===== config.mk =====
export PLATFORM = sky130hd
export DESIGN_NAME = power_window_average_peak_unit
export DESIGN_NICKNAME = d
export VERILOG_FILES = /design/src/rtl/pwap_pkg.sv /design/src/rtl/power_window_average_peak_unit.sv /design/src/rtl/pwap_front.sv /design/src/rtl/pwap_queue.sv /design/src/rtl/pwap_back.sv
export SDC_FILE = /design/constraint.sdc
export NUM_CORES = 2
export LEC_CHECK = 0
export BUFFER_PORTS_ARGS = -buffer_cell sky130_fd_sc_hd__buf_4
export CAP_MARGIN = 40
export CORE_UTILIZATION = 52
export DETAILED_ROUTE_END_ITERATION = 10
export GPL_TIMING_DRIVEN = 0
export MAX_ROUTING_LAYER = met4
export PLACE_DENSITY = 0.73
export SLEW_MARGIN = 40
export SYNTH_ARGS = -nofsm -noshare
export SYNTH_HDL_FRONTEND = slang
export SYNTH_SLANG_ARGS = --single-unit

===== constraint.sdc =====
create_clock -name clk -period 6.6 [get_ports clk]
set_input_delay 0.66 -clock clk [delete_from_list [all_inputs] [get_ports clk]]
set_output_delay 0.66 -clock clk [all_outputs]
set_load 0.005 [all_outputs]

===== src/rtl/pwap_pkg.sv =====
// Shared constants, types and state codes of the power window average and peak unit.
package pwap_pkg;

  localparam int WINDOW     = 64;
  localparam int IN_POWER_W = 16;
  localparam int POWER_W    = 17;
  localparam int STATUS_W   = 8;
  localparam int CFG_W      = 8;
  localparam int CFG_IDX_W  = 2;
  localparam int SLOT_W     = (WINDOW > 1) ? $clog2(WINDOW) : 1;
  localparam int COUNT_W    = $clog2(WINDOW + 1);
  localparam int SUM_W      = POWER_W + $clog2(WINDOW);
  localparam int DIVCNT_W   = $clog2(SUM_W + 1);
  localparam int QDEPTH     = 2;
  localparam int QPTR_W     = 1;
  localparam int QCNT_W     = 2;

  localparam logic [CFG_IDX_W-1:0] CFG_VALID_CODE     = 2'd0;
  localparam logic [CFG_IDX_W-1:0] CFG_UNINIT_CODE    = 2'd1;
  localparam logic [CFG_IDX_W-1:0] CFG_TOO_SMALL_MASK = 2'd2;

  typedef struct packed {
    logic [POWER_W-1:0]  power;
    logic [STATUS_W-1:0] status;
    logic                valid;
  } sample_t;

  typedef struct packed {
    logic               valid;
    logic [POWER_W-1:0] power;
  } ring_entry_t;

  typedef struct packed {
    logic full;
    logic empty;
  } queue_stat_t;

  typedef struct packed {
    logic pop;
    logic upd;
    logic step;
    logic ld;
  } back_ctl_t;

  typedef enum logic [2:0] {
    BK_IDLE,
    BK_UPDATE,
    BK_DIV,
    BK_OUT
  } back_state_t;

endpackage


===== src/rtl/power_window_average_peak_unit.sv =====
// Top level of the power window average and peak unit.
//
// Each input word carries two power readings with their status bytes. The
// unit sums the powers and ORs the statuses into a current sample, stores it
// in a ring of WINDOW entries and reports, per word, the current sample, the
// truncated mean of the valid samples held in the ring (held when none is
// valid), and a sticky all-time peak. One result word follows every input
// word. The bit-serial divider that forms the average yields one quotient
// bit per cycle over the SUM_W dividend bits (23 for a window of 64) and is
// skipped when no valid sample is held. A two-entry queue sits between the
// input side and the processing side, so up to two further words are taken
// while one is being worked on, and a finished result waits in the output
// register. Configuration registers (index: valid_code 0, uninit_code 1,
// too_small_mask 2) are written through cfg_we, cfg_index and cfg_wdata and
// should only change while the unit is idle. Ring contents need no clearing
// after reset because an entry is read only once the ring has wrapped.
module power_window_average_peak_unit (
  input  logic                              clk,
  input  logic                              rst_n,
  input  logic                              cfg_we,
  input  logic [pwap_pkg::CFG_IDX_W-1:0]    cfg_index,
  input  logic [pwap_pkg::CFG_W-1:0]        cfg_wdata,
  input  logic                              in_valid,
  output logic                              in_stall,
  input  logic [pwap_pkg::IN_POWER_W-1:0]   in_encl_power,
  input  logic [pwap_pkg::STATUS_W-1:0]     in_encl_status,
  input  logic [pwap_pkg::IN_POWER_W-1:0]   in_sps_power,
  input  logic [pwap_pkg::STATUS_W-1:0]     in_sps_status,
  output logic                              out_valid,
  input  logic                              out_stall,
  output logic [pwap_pkg::POWER_W-1:0]      out_current_power,
  output logic [pwap_pkg::STATUS_W-1:0]     out_current_status,
  output logic [pwap_pkg::POWER_W-1:0]      out_average_power,
  output logic [pwap_pkg::STATUS_W-1:0]     out_average_status,
  output logic [pwap_pkg::POWER_W-1:0]      out_peak_power,
  output logic [pwap_pkg::STATUS_W-1:0]     out_peak_status
);

  logic [pwap_pkg::STATUS_W-1:0] valid_code_r, uninit_code_r, too_small_mask_r;
  logic                          push;
  logic                          pop;
  pwap_pkg::sample_t             push_sample;
  pwap_pkg::sample_t             pop_sample;
  pwap_pkg::queue_stat_t         q_stat;

  // Configuration registers. Writes to an index beyond the list are ignored.
  always_ff @(posedge clk) begin
    if (!rst_n) begin
      valid_code_r     <= 8'd1;
      uninit_code_r    <= 8'd0;
      too_small_mask_r <= 8'd2;
    end else if (cfg_we) begin
      unique case (cfg_index)
        pwap_pkg::CFG_VALID_CODE:     valid_code_r     <= cfg_wdata;
        pwap_pkg::CFG_UNINIT_CODE:    uninit_code_r    <= cfg_wdata;
        pwap_pkg::CFG_TOO_SMALL_MASK: too_small_mask_r <= cfg_wdata;
        default: ;
      endcase
    end
  end

  // The front end builds the sample and decides its validity on acceptance.
  pwap_front u_front (
    .in_valid       (in_valid),
    .in_stall       (in_stall),
    .in_encl_power  (in_encl_power),
    .in_encl_status (in_encl_status),
    .in_sps_power   (in_sps_power),
    .in_sps_status  (in_sps_status),
    .valid_code     (valid_code_r),
    .q_stat         (q_stat),
    .push           (push),
    .push_sample    (push_sample)
  );

  pwap_queue u_queue (
    .clk         (clk),
    .rst_n       (rst_n),
    .push        (push),
    .push_sample (push_sample),
    .pop         (pop),
    .pop_sample  (pop_sample),
    .q_stat      (q_stat)
  );

  // The back end updates the ring and running totals, divides, and presents
  // the result word.
  pwap_back u_back (
    .clk                (clk),
    .rst_n              (rst_n),
    .q_stat             (q_stat),
    .pop_sample         (pop_sample),
    .pop                (pop),
    .valid_code         (valid_code_r),
    .uninit_code        (uninit_code_r),
    .too_small_mask     (too_small_mask_r),
    .out_valid          (out_valid),
    .out_stall          (out_stall),
    .out_current_power  (out_current_power),
    .out_current_status (out_current_status),
    .out_average_power  (out_average_power),
    .out_average_status (out_average_status),
    .out_peak_power     (out_peak_power),
    .out_peak_status    (out_peak_status)
  );

endmodule


===== src/rtl/pwap_front.sv =====
// Front end: accepts input words and turns them into classified samples.
module pwap_front (
  input  logic                              in_valid,
  output logic                              in_stall,
  input  logic [pwap_pkg::IN_POWER_W-1:0]   in_encl_power,
  input  logic [pwap_pkg::STATUS_W-1:0]     in_encl_status,
  input  logic [pwap_pkg::IN_POWER_W-1:0]   in_sps_power,
  input  logic [pwap_pkg::STATUS_W-1:0]     in_sps_status,
  input  logic [pwap_pkg::STATUS_W-1:0]     valid_code,
  input  pwap_pkg::queue_stat_t             q_stat,
  output logic                              push,
  output pwap_pkg::sample_t                 push_sample
);

  logic [pwap_pkg::STATUS_W-1:0] cur_status;

  assign in_stall   = q_stat.full;
  assign push       = in_valid && !q_stat.full;
  assign cur_status = in_encl_status | in_sps_status;

  always_comb begin
    push_sample.power  = pwap_pkg::POWER_W'(in_encl_power) + pwap_pkg::POWER_W'(in_sps_power);
    push_sample.status = cur_status;
    // Validity is fixed here and travels with the sample.
    push_sample.valid  = (cur_status == valid_code);
  end

endmodule


===== src/rtl/pwap_queue.sv =====
// Short sample queue between the front end and the back end.
module pwap_queue (
  input  logic                  clk,
  input  logic                  rst_n,
  input  logic                  push,
  input  pwap_pkg::sample_t     push_sample,
  input  logic                  pop,
  output pwap_pkg::sample_t     pop_sample,
  output pwap_pkg::queue_stat_t q_stat
);

  pwap_pkg::sample_t              q_mem_r [pwap_pkg::QDEPTH];
  logic [pwap_pkg::QPTR_W-1:0]    wr_ptr_r, wr_ptr_nxt;
  logic [pwap_pkg::QPTR_W-1:0]    rd_ptr_r, rd_ptr_nxt;
  logic [pwap_pkg::QCNT_W-1:0]    cnt_r, cnt_nxt;

  assign q_stat.full  = (cnt_r == pwap_pkg::QCNT_W'(pwap_pkg::QDEPTH));
  assign q_stat.empty = (cnt_r == '0);
  assign pop_sample   = q_mem_r[rd_ptr_r];

  always_comb begin
    wr_ptr_nxt = wr_ptr_r + ((push) ? 1'b1 : 1'b0);
    rd_ptr_nxt = rd_ptr_r + ((pop) ? 1'b1 : 1'b0);
    cnt_nxt    = cnt_r;
    if (push && !pop) begin
      cnt_nxt = cnt_r + 1'b1;
    end else if (pop && !push) begin
      cnt_nxt = cnt_r - 1'b1;
    end
  end

  always_ff @(posedge clk) begin
    if (!rst_n) begin
      wr_ptr_r <= '0;
      rd_ptr_r <= '0;
      cnt_r    <= '0;
    end else begin
      wr_ptr_r <= wr_ptr_nxt;
      rd_ptr_r <= rd_ptr_nxt;
      cnt_r    <= cnt_nxt;
    end
  end

  always_ff @(posedge clk) begin
    if (push) begin
      q_mem_r[wr_ptr_r] <= push_sample;
    end
  end

endmodule


===== src/rtl/pwap_back.sv =====
// Back end: sample ring, running sum and count, serial divider, peak hold and output register.
module pwap_back (
  input  logic                              clk,
  input  logic                              rst_n,
  input  pwap_pkg::queue_stat_t             q_stat,
  input  pwap_pkg::sample_t                 pop_sample,
  output logic                              pop,
  input  logic [pwap_pkg::STATUS_W-1:0]     valid_code,
  input  logic [pwap_pkg::STATUS_W-1:0]     uninit_code,
  input  logic [pwap_pkg::STATUS_W-1:0]     too_small_mask,
  output logic                              out_valid,
  input  logic                              out_stall,
  output logic [pwap_pkg::POWER_W-1:0]      out_current_power,
  output logic [pwap_pkg::STATUS_W-1:0]     out_current_status,
  output logic [pwap_pkg::POWER_W-1:0]      out_average_power,
  output logic [pwap_pkg::STATUS_W-1:0]     out_average_status,
  output logic [pwap_pkg::POWER_W-1:0]      out_peak_power,
  output logic [pwap_pkg::STATUS_W-1:0]     out_peak_status
);

  pwap_pkg::back_state_t state_r, state_nxt;
  pwap_pkg::back_ctl_t   ctl;

  pwap_pkg::ring_entry_t ring_mem [pwap_pkg::WINDOW];
  pwap_pkg::ring_entry_t rd_entry_r;
  pwap_pkg::sample_t     cur_r;

  logic [pwap_pkg::SLOT_W-1:0]   slot_r, slot_nxt;
  logic [pwap_pkg::COUNT_W-1:0]  filled_r, filled_nxt;
  logic [pwap_pkg::SUM_W-1:0]    sum_r, sum_nxt;
  logic [pwap_pkg::COUNT_W-1:0]  count_r, count_nxt;
  logic [pwap_pkg::POWER_W-1:0]  held_avg_r;
  logic [pwap_pkg::POWER_W-1:0]  peak_r;
  logic [pwap_pkg::STATUS_W-1:0] peak_status_r;
  logic                          ring_full;
  logic                          evict;

  logic [pwap_pkg::SUM_W-1:0]    dq_r, dq_nxt;
  logic [pwap_pkg::COUNT_W-1:0]  rem_r, rem_nxt;
  logic [pwap_pkg::DIVCNT_W-1:0] div_cnt_r;
  logic [pwap_pkg::COUNT_W:0]    trial;
  logic                          trial_ge;
  logic                          div_last;

  logic                          out_valid_r;
  logic [pwap_pkg::POWER_W-1:0]  out_cur_p_r, out_avg_p_r, out_peak_p_r;
  logic [pwap_pkg::STATUS_W-1:0] out_cur_s_r, out_avg_s_r, out_peak_s_r;
  logic [pwap_pkg::STATUS_W-1:0] avg_status;

  assign ring_full = (filled_r == pwap_pkg::COUNT_W'(pwap_pkg::WINDOW));
  assign evict     = ring_full && rd_entry_r.valid && (count_r != '0);
  assign div_last  = (div_cnt_r == '0);

  // Running sum and count after this sample replaces the oldest one.
  always_comb begin
    sum_nxt   = sum_r;
    count_nxt = count_r;
    if (evict) begin
      sum_nxt   = sum_nxt - pwap_pkg::SUM_W'(rd_entry_r.power);
      count_nxt = count_nxt - 1'b1;
    end
    if (cur_r.valid) begin
      sum_nxt   = sum_nxt + pwap_pkg::SUM_W'(cur_r.power);
      count_nxt = count_nxt + 1'b1;
    end
    slot_nxt   = (slot_r == pwap_pkg::SLOT_W'(pwap_pkg::WINDOW - 1)) ? '0 : slot_r + 1'b1;
    filled_nxt = ring_full ? filled_r : filled_r + 1'b1;
  end

  // One restoring division step per cycle: quotient bits shift into dq_r.
  always_comb begin
    trial    = {rem_r, dq_r[pwap_pkg::SUM_W-1]};
    trial_ge = (trial >= {1'b0, count_r});
    rem_nxt  = trial_ge ? pwap_pkg::COUNT_W'(trial - {1'b0, count_r})
                        : pwap_pkg::COUNT_W'(trial);
    dq_nxt   = {dq_r[pwap_pkg::SUM_W-2:0], trial_ge};
  end

  always_comb begin
    avg_status = uninit_code;
    if (count_r != '0) begin
      avg_status = valid_code;
      if (count_r < pwap_pkg::COUNT_W'(pwap_pkg::WINDOW)) begin
        avg_status = valid_code | too_small_mask;
      end
    end
  end

  always_comb begin
    state_nxt = state_r;
    unique case (state_r)
      pwap_pkg::BK_IDLE: begin
        if (!q_stat.empty) begin
          state_nxt = pwap_pkg::BK_UPDATE;
        end
      end
      pwap_pkg::BK_UPDATE: begin
        state_nxt = (count_nxt != '0) ? pwap_pkg::BK_DIV : pwap_pkg::BK_OUT;
      end
      pwap_pkg::BK_DIV: begin
        if (div_last) begin
          state_nxt = pwap_pkg::BK_OUT;
        end
      end
      pwap_pkg::BK_OUT: begin
        if (!out_valid_r || !out_stall) begin
          state_nxt = pwap_pkg::BK_IDLE;
        end
      end
      default: state_nxt = pwap_pkg::BK_IDLE;
    endcase
  end

  always_comb begin
    ctl = '0;
    unique case (state_r)
      pwap_pkg::BK_IDLE:   ctl.pop  = !q_stat.empty;
      pwap_pkg::BK_UPDATE: ctl.upd  = 1'b1;
      pwap_pkg::BK_DIV:    ctl.step = 1'b1;
      pwap_pkg::BK_OUT:    ctl.ld   = !out_valid_r || !out_stall;
      default:             ctl      = '0;
    endcase
  end

  assign pop = ctl.pop;

  always_ff @(posedge clk) begin
    if (!rst_n) begin
      state_r       <= pwap_pkg::BK_IDLE;
      slot_r        <= '0;
      filled_r      <= '0;
      sum_r         <= '0;
      count_r       <= '0;
      held_avg_r    <= '0;
      peak_r        <= '0;
      peak_status_r <= '0;
      out_valid_r   <= 1'b0;
    end else begin
      state_r <= state_nxt;
      if (ctl.upd) begin
        slot_r   <= slot_nxt;
        filled_r <= filled_nxt;
        sum_r    <= sum_nxt;
        count_r  <= count_nxt;
        if (cur_r.valid && (cur_r.power > peak_r)) begin
          peak_r        <= cur_r.power;
          peak_status_r <= valid_code;
        end
      end
      if (ctl.step && div_last) begin
        held_avg_r <= dq_nxt[pwap_pkg::POWER_W-1:0];
      end
      if (ctl.ld) begin
        out_valid_r <= 1'b1;
      end else if (!out_stall) begin
        out_valid_r <= 1'b0;
      end
    end
  end

  // Datapath registers without reset.
  always_ff @(posedge clk) begin
    if (ctl.pop) begin
      cur_r      <= pop_sample;
      rd_entry_r <= ring_mem[slot_r];
    end
    if (ctl.upd) begin
      ring_mem[slot_r] <= '{valid: cur_r.valid, power: cur_r.power};
      dq_r             <= sum_nxt;
      rem_r            <= '0;
      div_cnt_r        <= pwap_pkg::DIVCNT_W'(pwap_pkg::SUM_W - 1);
    end
    if (ctl.step) begin
      dq_r      <= dq_nxt;
      rem_r     <= rem_nxt;
      div_cnt_r <= div_cnt_r - 1'b1;
    end
    if (ctl.ld) begin
      out_cur_p_r  <= cur_r.power;
      out_cur_s_r  <= cur_r.status;
      out_avg_p_r  <= held_avg_r;
      out_avg_s_r  <= avg_status;
      out_peak_p_r <= peak_r;
      out_peak_s_r <= peak_status_r;
    end
  end

  assign out_valid          = out_valid_r;
  assign out_current_power  = out_cur_p_r;
  assign out_current_status = out_cur_s_r;
  assign out_average_power  = out_avg_p_r;
  assign out_average_status = out_avg_s_r;
  assign out_peak_power     = out_peak_p_r;
  assign out_peak_status    = out_peak_s_r;

endmodule


==> metrics.md <==
| Metric | Value |
|---|---|
| Io pins | `140` |
| Critical path start-end classification | `reg2reg` |
| Total of endpoints with negative setup slack in the final report | `0` |
| Syn Std Cell Area | `57300 um2` |
| Count of buffers from port buffering | `139` |
| Core outline area | `109000 um2` |
| Count of antenna-violating nets left after detailed routing | `0` |
| Routed WL | `203 mm` |
| Number of synthesis warnings | `0` |
| Clock Skews | `between 0.05 and 0.06 ns` |
| Clock insertion delay at the later pin of the skew report | `0.80 ns` |
| Maximum number of pins on one net before global-route repair | `37` |
| Highest cell delay on the worst timing path | `0.59 ns` |
| Arrival time worst endpoint | `about 6.2 ns` |
| Final net count | `around 4200` |
| Overall power | `roughly 28 mW` |
| Top cell type's share of synthesized area | `71.1%` |
| Top FF cell, synth | `sky130_fd_sc_hd__edfxtp_1` |
| Cell class contributing the biggest share of worst-path delay | `compound AO/OA/AOI/OAI gates` |
| Share of synthesized area occupied by flip-flops and latches | `75.2%` |
| Crit path depth | `19` |
| Synth Instances | `3624` |
| Sequential Power Share | `43.2%` |
| Cells along the critical path | `buf_6, or4_4, o21a_4, nand2_4, clkbuf_1, clkbuf_1, nor2_1, a21oi_1, inv_1, ha_1, a211oi_1, nor2_1, o21bai_1, a2111oi_1, o311ai_1, and2_1, or4b_4, a21o_1, a31oi_1` |
| Power Internal | `18.7 mW` |
| Aggregate global-route resource usage | `a little under two fifths` |
| Max-Slew Margin vs Limit | `a little over a quarter` |
| H-Tree Level Count | `4` |
| Chip Height | `about 330 um` |
| Clock edge transition at the registers on the reported setup and hold paths | `roughly 0.06 ns` |
| Total overflow reported by the global router | `0` |
| Top fanout value on the critical path | `10` |
| Worst reg-to-reg path cell count | `19` |
| Share of flip-flops with an asynchronous set or reset | `0%` |
| Global-route wire length before repair | `275 mm` |
| Cell types occupying the most area after synthesis | `sky130_fd_sc_hd__edfxtp_1 (71%), sky130_fd_sc_hd__a22oi_1 (5.0%), sky130_fd_sc_hd__dfxtp_1 (4.1%)` |
| Biggest area consumer among synthesized cells | `sky130_fd_sc_hd__edfxtp_1` |
| Net Count, Synth | `3785` |
| Worst Hold Path Cells | `3` |
| Net switching component of the power | `9.31 mW` |
| Summed area of non-filler cells in the final layout | `68400 um2` |
| Area Growth Syn to Fin | `19.3%` |
| Starting Density | `52.6%` |
| Vias/cell | `about 6.9` |
| Clock buffer depth | `3` |
| Via count of the first global-routing pass | `36429` |
| Final Slew Violations | `0` |
| Resize count post-CTS | `0` |
| Number of buffers inserted by hold repair at cts | `0` |
| EDFF count, synth | `around 1400` |
| Util after Layout | `between 60% and 70%` |
| Routability congestion estimate | `1.06` |
| Worst-case vdd ir drop | `0.410 mV` |
| Run status | `complete, no violations` |
| Vias | `38982` |
| Horizontal die dimension | `334 um` |
| Final worst-path cycle share | `83.8%` |
| Critical path endpoint category | `flip-flop` |
| Unique masters post-synth | `77` |
| Crit-path slowest cell | `sky130_fd_sc_hd__a2111oi_1` |
| Post CTS Setup Buffer Count | `0` |
| Data required time of the critical path | `between 7 and 8 ns` |
| CTS Root Buffer Type | `sky130_fd_sc_hd__clkbuf_16` |
| Max Clock Freq | `181 MHz` |
| Worst hold-check path type | `in2reg` |
| Setup repair after global routing missed its margin | `no` |
| Post-route DRC violation count | `0` |
| Power per standard cell area | `410 nW/um2` |
| Number of iterations in the first detailed-routing pass | `10` |
| Number of buffers created by CTS | `145` |
| Power share of the combinational group | `27.1%` |
| Die Outline Area | `112000 um2` |
| Dominant cell by count in the synthesized netlist | `sky130_fd_sc_hd__edfxtp_1` |
| Post-DP Area | `63600 um2` |
| Clock tree from TritonCTS | `built` |
| Clk sinks | `1474` |
| Syn_area_per_cell | `15.8 um2` |
| Critical path buffer and inverter count | `4` |
| Yosys reg bits | `1474` |
| Transition time at the pin with the least slew margin | `1.10 ns` |
| Net switching fraction of the power | `about a third` |
| Number of failing hold endpoints at the final stage | `0` |
| Routed wire length per instance | `36.0 um` |
| Leakage component of the power | `22.7 nW` |
| Final critical delay including setup and external delays | `5.53 ns` |
| Part of the total power dissipated in the clock network | `between 20 and 30%` |
| Initial antenna violation count | `19` |
| Post-synth top cells | `sky130_fd_sc_hd__edfxtp_1 (1358), sky130_fd_sc_hd__a22oi_1 (379), sky130_fd_sc_hd__nor2_1 (214)` |
| DRT iter0 DRCs | `between 6000 and 7000` |
| Share of cells above drive strength 1 | `19.4%` |
| Hpwl dp | `137 mm` |
| Kind of start point of the critical path | `flip-flop` |
| Number of placement rows | `around 120` |
| Maximum Capacitance Violations | `0` |
final timing paths:
| check | start | endpoint | slack, ns |
|---|---|---|---|
| setup / recovery | u_back.count_r[3] | u_back.dq_r[19] | 1.07 |
| hold / removal | cfg_wdata[1] | too_small_mask_r[1] | 0.14 |
| setup reg to reg | u_back.count_r[3] | u_back.dq_r[19] | 1.07 |
| hold reg to reg | u_back.held_avg_r[12] | u_back.out_average_power[12] | 0.41 |
power groups by stage:
stage               registers (mW)  clock network, mW  logic, mW
finish                        12.1               8.33       7.60
CTS                           12.1               8.28       7.20
global placement              13.4                  0       5.31
global route                  12.2               8.65       7.73
floorplan                     12.6                  0       3.18
detailed placement            12.3                  0       7.14
kinds of logic after synthesis:
family / count (synthesis) / synth area share (%)
AO/OA/AOI/OAI: 994 / 12.5
buffers and inverters: 276 / 1.82
flip-flops: 1474 / 75.2
AND/OR/NAND/NOR: 594 / 5.11
multiplexers: 110 / 2.02
XOR/XNOR: 78 / 1.19
adder cells (fa/ha/maj): 98 / 2.19
sequential cells by signal (all words and copies together), names as in the netlist, 18 cells and up:
signal and flops:
u_back.ring_mem 1152, u_back.sum_r 23, u_back.cur_r 26, u_back.rd_entry_r 18, u_back.dq_r 23, u_queue.q_mem_r 52
cells in the final DEF, fill, tap and decap left out, types with 16 or more instances in the layout:
cell type and n:
sky130_fd_sc_hd__a31oi_1 81, sky130_fd_sc_hd__clkinv_2 22, sky130_fd_sc_hd__o21a_1 20, sky130_fd_sc_hd__inv_1 75
sky130_fd_sc_hd__nor2_4 65, sky130_fd_sc_hd__nor2_1 147, sky130_fd_sc_hd__ha_1 91, sky130_fd_sc_hd__clkinv_1 33
sky130_fd_sc_hd__buf_4 144, sky130_fd_sc_hd__a211oi_1 18, sky130_fd_sc_hd__a22oi_1 379, sky130_fd_sc_hd__xor2_1 25
sky130_fd_sc_hd__a221oi_1 99, sky130_fd_sc_hd__buf_2 20, sky130_fd_sc_hd__nand3_1 54, sky130_fd_sc_hd__clkbuf_2 113
sky130_fd_sc_hd__dfxtp_1 116, sky130_fd_sc_hd__diode_2 21, sky130_fd_sc_hd__xnor2_1 53, sky130_fd_sc_hd__mux2i_1 66
sky130_fd_sc_hd__clkbuf_1 91, sky130_fd_sc_hd__or2_2 16, sky130_fd_sc_hd__buf_6 74, sky130_fd_sc_hd__nor3_1 20
sky130_fd_sc_hd__a21oi_1 156, sky130_fd_sc_hd__buf_8 52, sky130_fd_sc_hd__nand4_1 74, sky130_fd_sc_hd__buf_16 38
sky130_fd_sc_hd__mux2_2 44, sky130_fd_sc_hd__nor2b_1 17, sky130_fd_sc_hd__o21ai_0 61, sky130_fd_sc_hd__edfxtp_1 1358
sky130_fd_sc_hd__clkbuf_16 149, sky130_fd_sc_hd__nand2_1 103, sky130_fd_sc_hd__a22o_1 100, sky130_fd_sc_hd__nand2b_1 16
area by class of cell:
cell class	instances	area, um2
repair buffers	310	3760
well taps	1414	1770
multi-input cells	1874	13700
fillers	7560	40600
diodes	21	52.6
flip-flops and latches	1474	43100
clock buffers	184	3900
clock inverters	82	850
plain buffers	198	915
inverters	78	295
metal layers:
| layer | wire, um | global-route usage, % | up-vias |
|---|---|---|---|
| met1 | 68000 | 44.2 | 19107 |
| met3 | 31400 | 13.8 | 854 |
| met2 | 87600 | 52.3 | 3504 |
| met5 | 0 | - | - |
| li1 | - | - | 15517 |
| met4 | 15700 | 24.4 | 0 |
worst reg2reg max path: stages, from the launching register on:
cell and delay (ns):
sky130_fd_sc_hd__dfxtp_1 0.31, sky130_fd_sc_hd__buf_6 0.13, sky130_fd_sc_hd__or4_4 0.53, sky130_fd_sc_hd__o21a_4 0.26, sky130_fd_sc_hd__nand2_4 0.09, sky130_fd_sc_hd__clkbuf_1 0.38, sky130_fd_sc_hd__clkbuf_1 0.41, sky130_fd_sc_hd__nor2_1 0.07
sky130_fd_sc_hd__a21oi_1 0.29, sky130_fd_sc_hd__inv_1 0.08, sky130_fd_sc_hd__ha_1 0.30, sky130_fd_sc_hd__a211oi_1 0.07, sky130_fd_sc_hd__nor2_1 0.20, sky130_fd_sc_hd__o21bai_1 0.17, sky130_fd_sc_hd__a2111oi_1 0.59, sky130_fd_sc_hd__o311ai_1 0.32
sky130_fd_sc_hd__and2_1 0.31, sky130_fd_sc_hd__or4b_4 0.56, sky130_fd_sc_hd__a21o_1 0.17, sky130_fd_sc_hd__a31oi_1 0.15
stage by stage:
stage	TNS, ns	hold WS (ns)	setup WS [ns]	std cells
floorplan	0	0.400	1.91	3624
global placement	-34.55	0.404	-0.468	5177
detailed placement	0	0.406	1.08	5348
CTS	0	0.106	1.06	5614
global route	0	0.149	0.654	5631
finish	0	0.135	1.07	5635
Note: power is estimated with default switching activity, not from simulation.
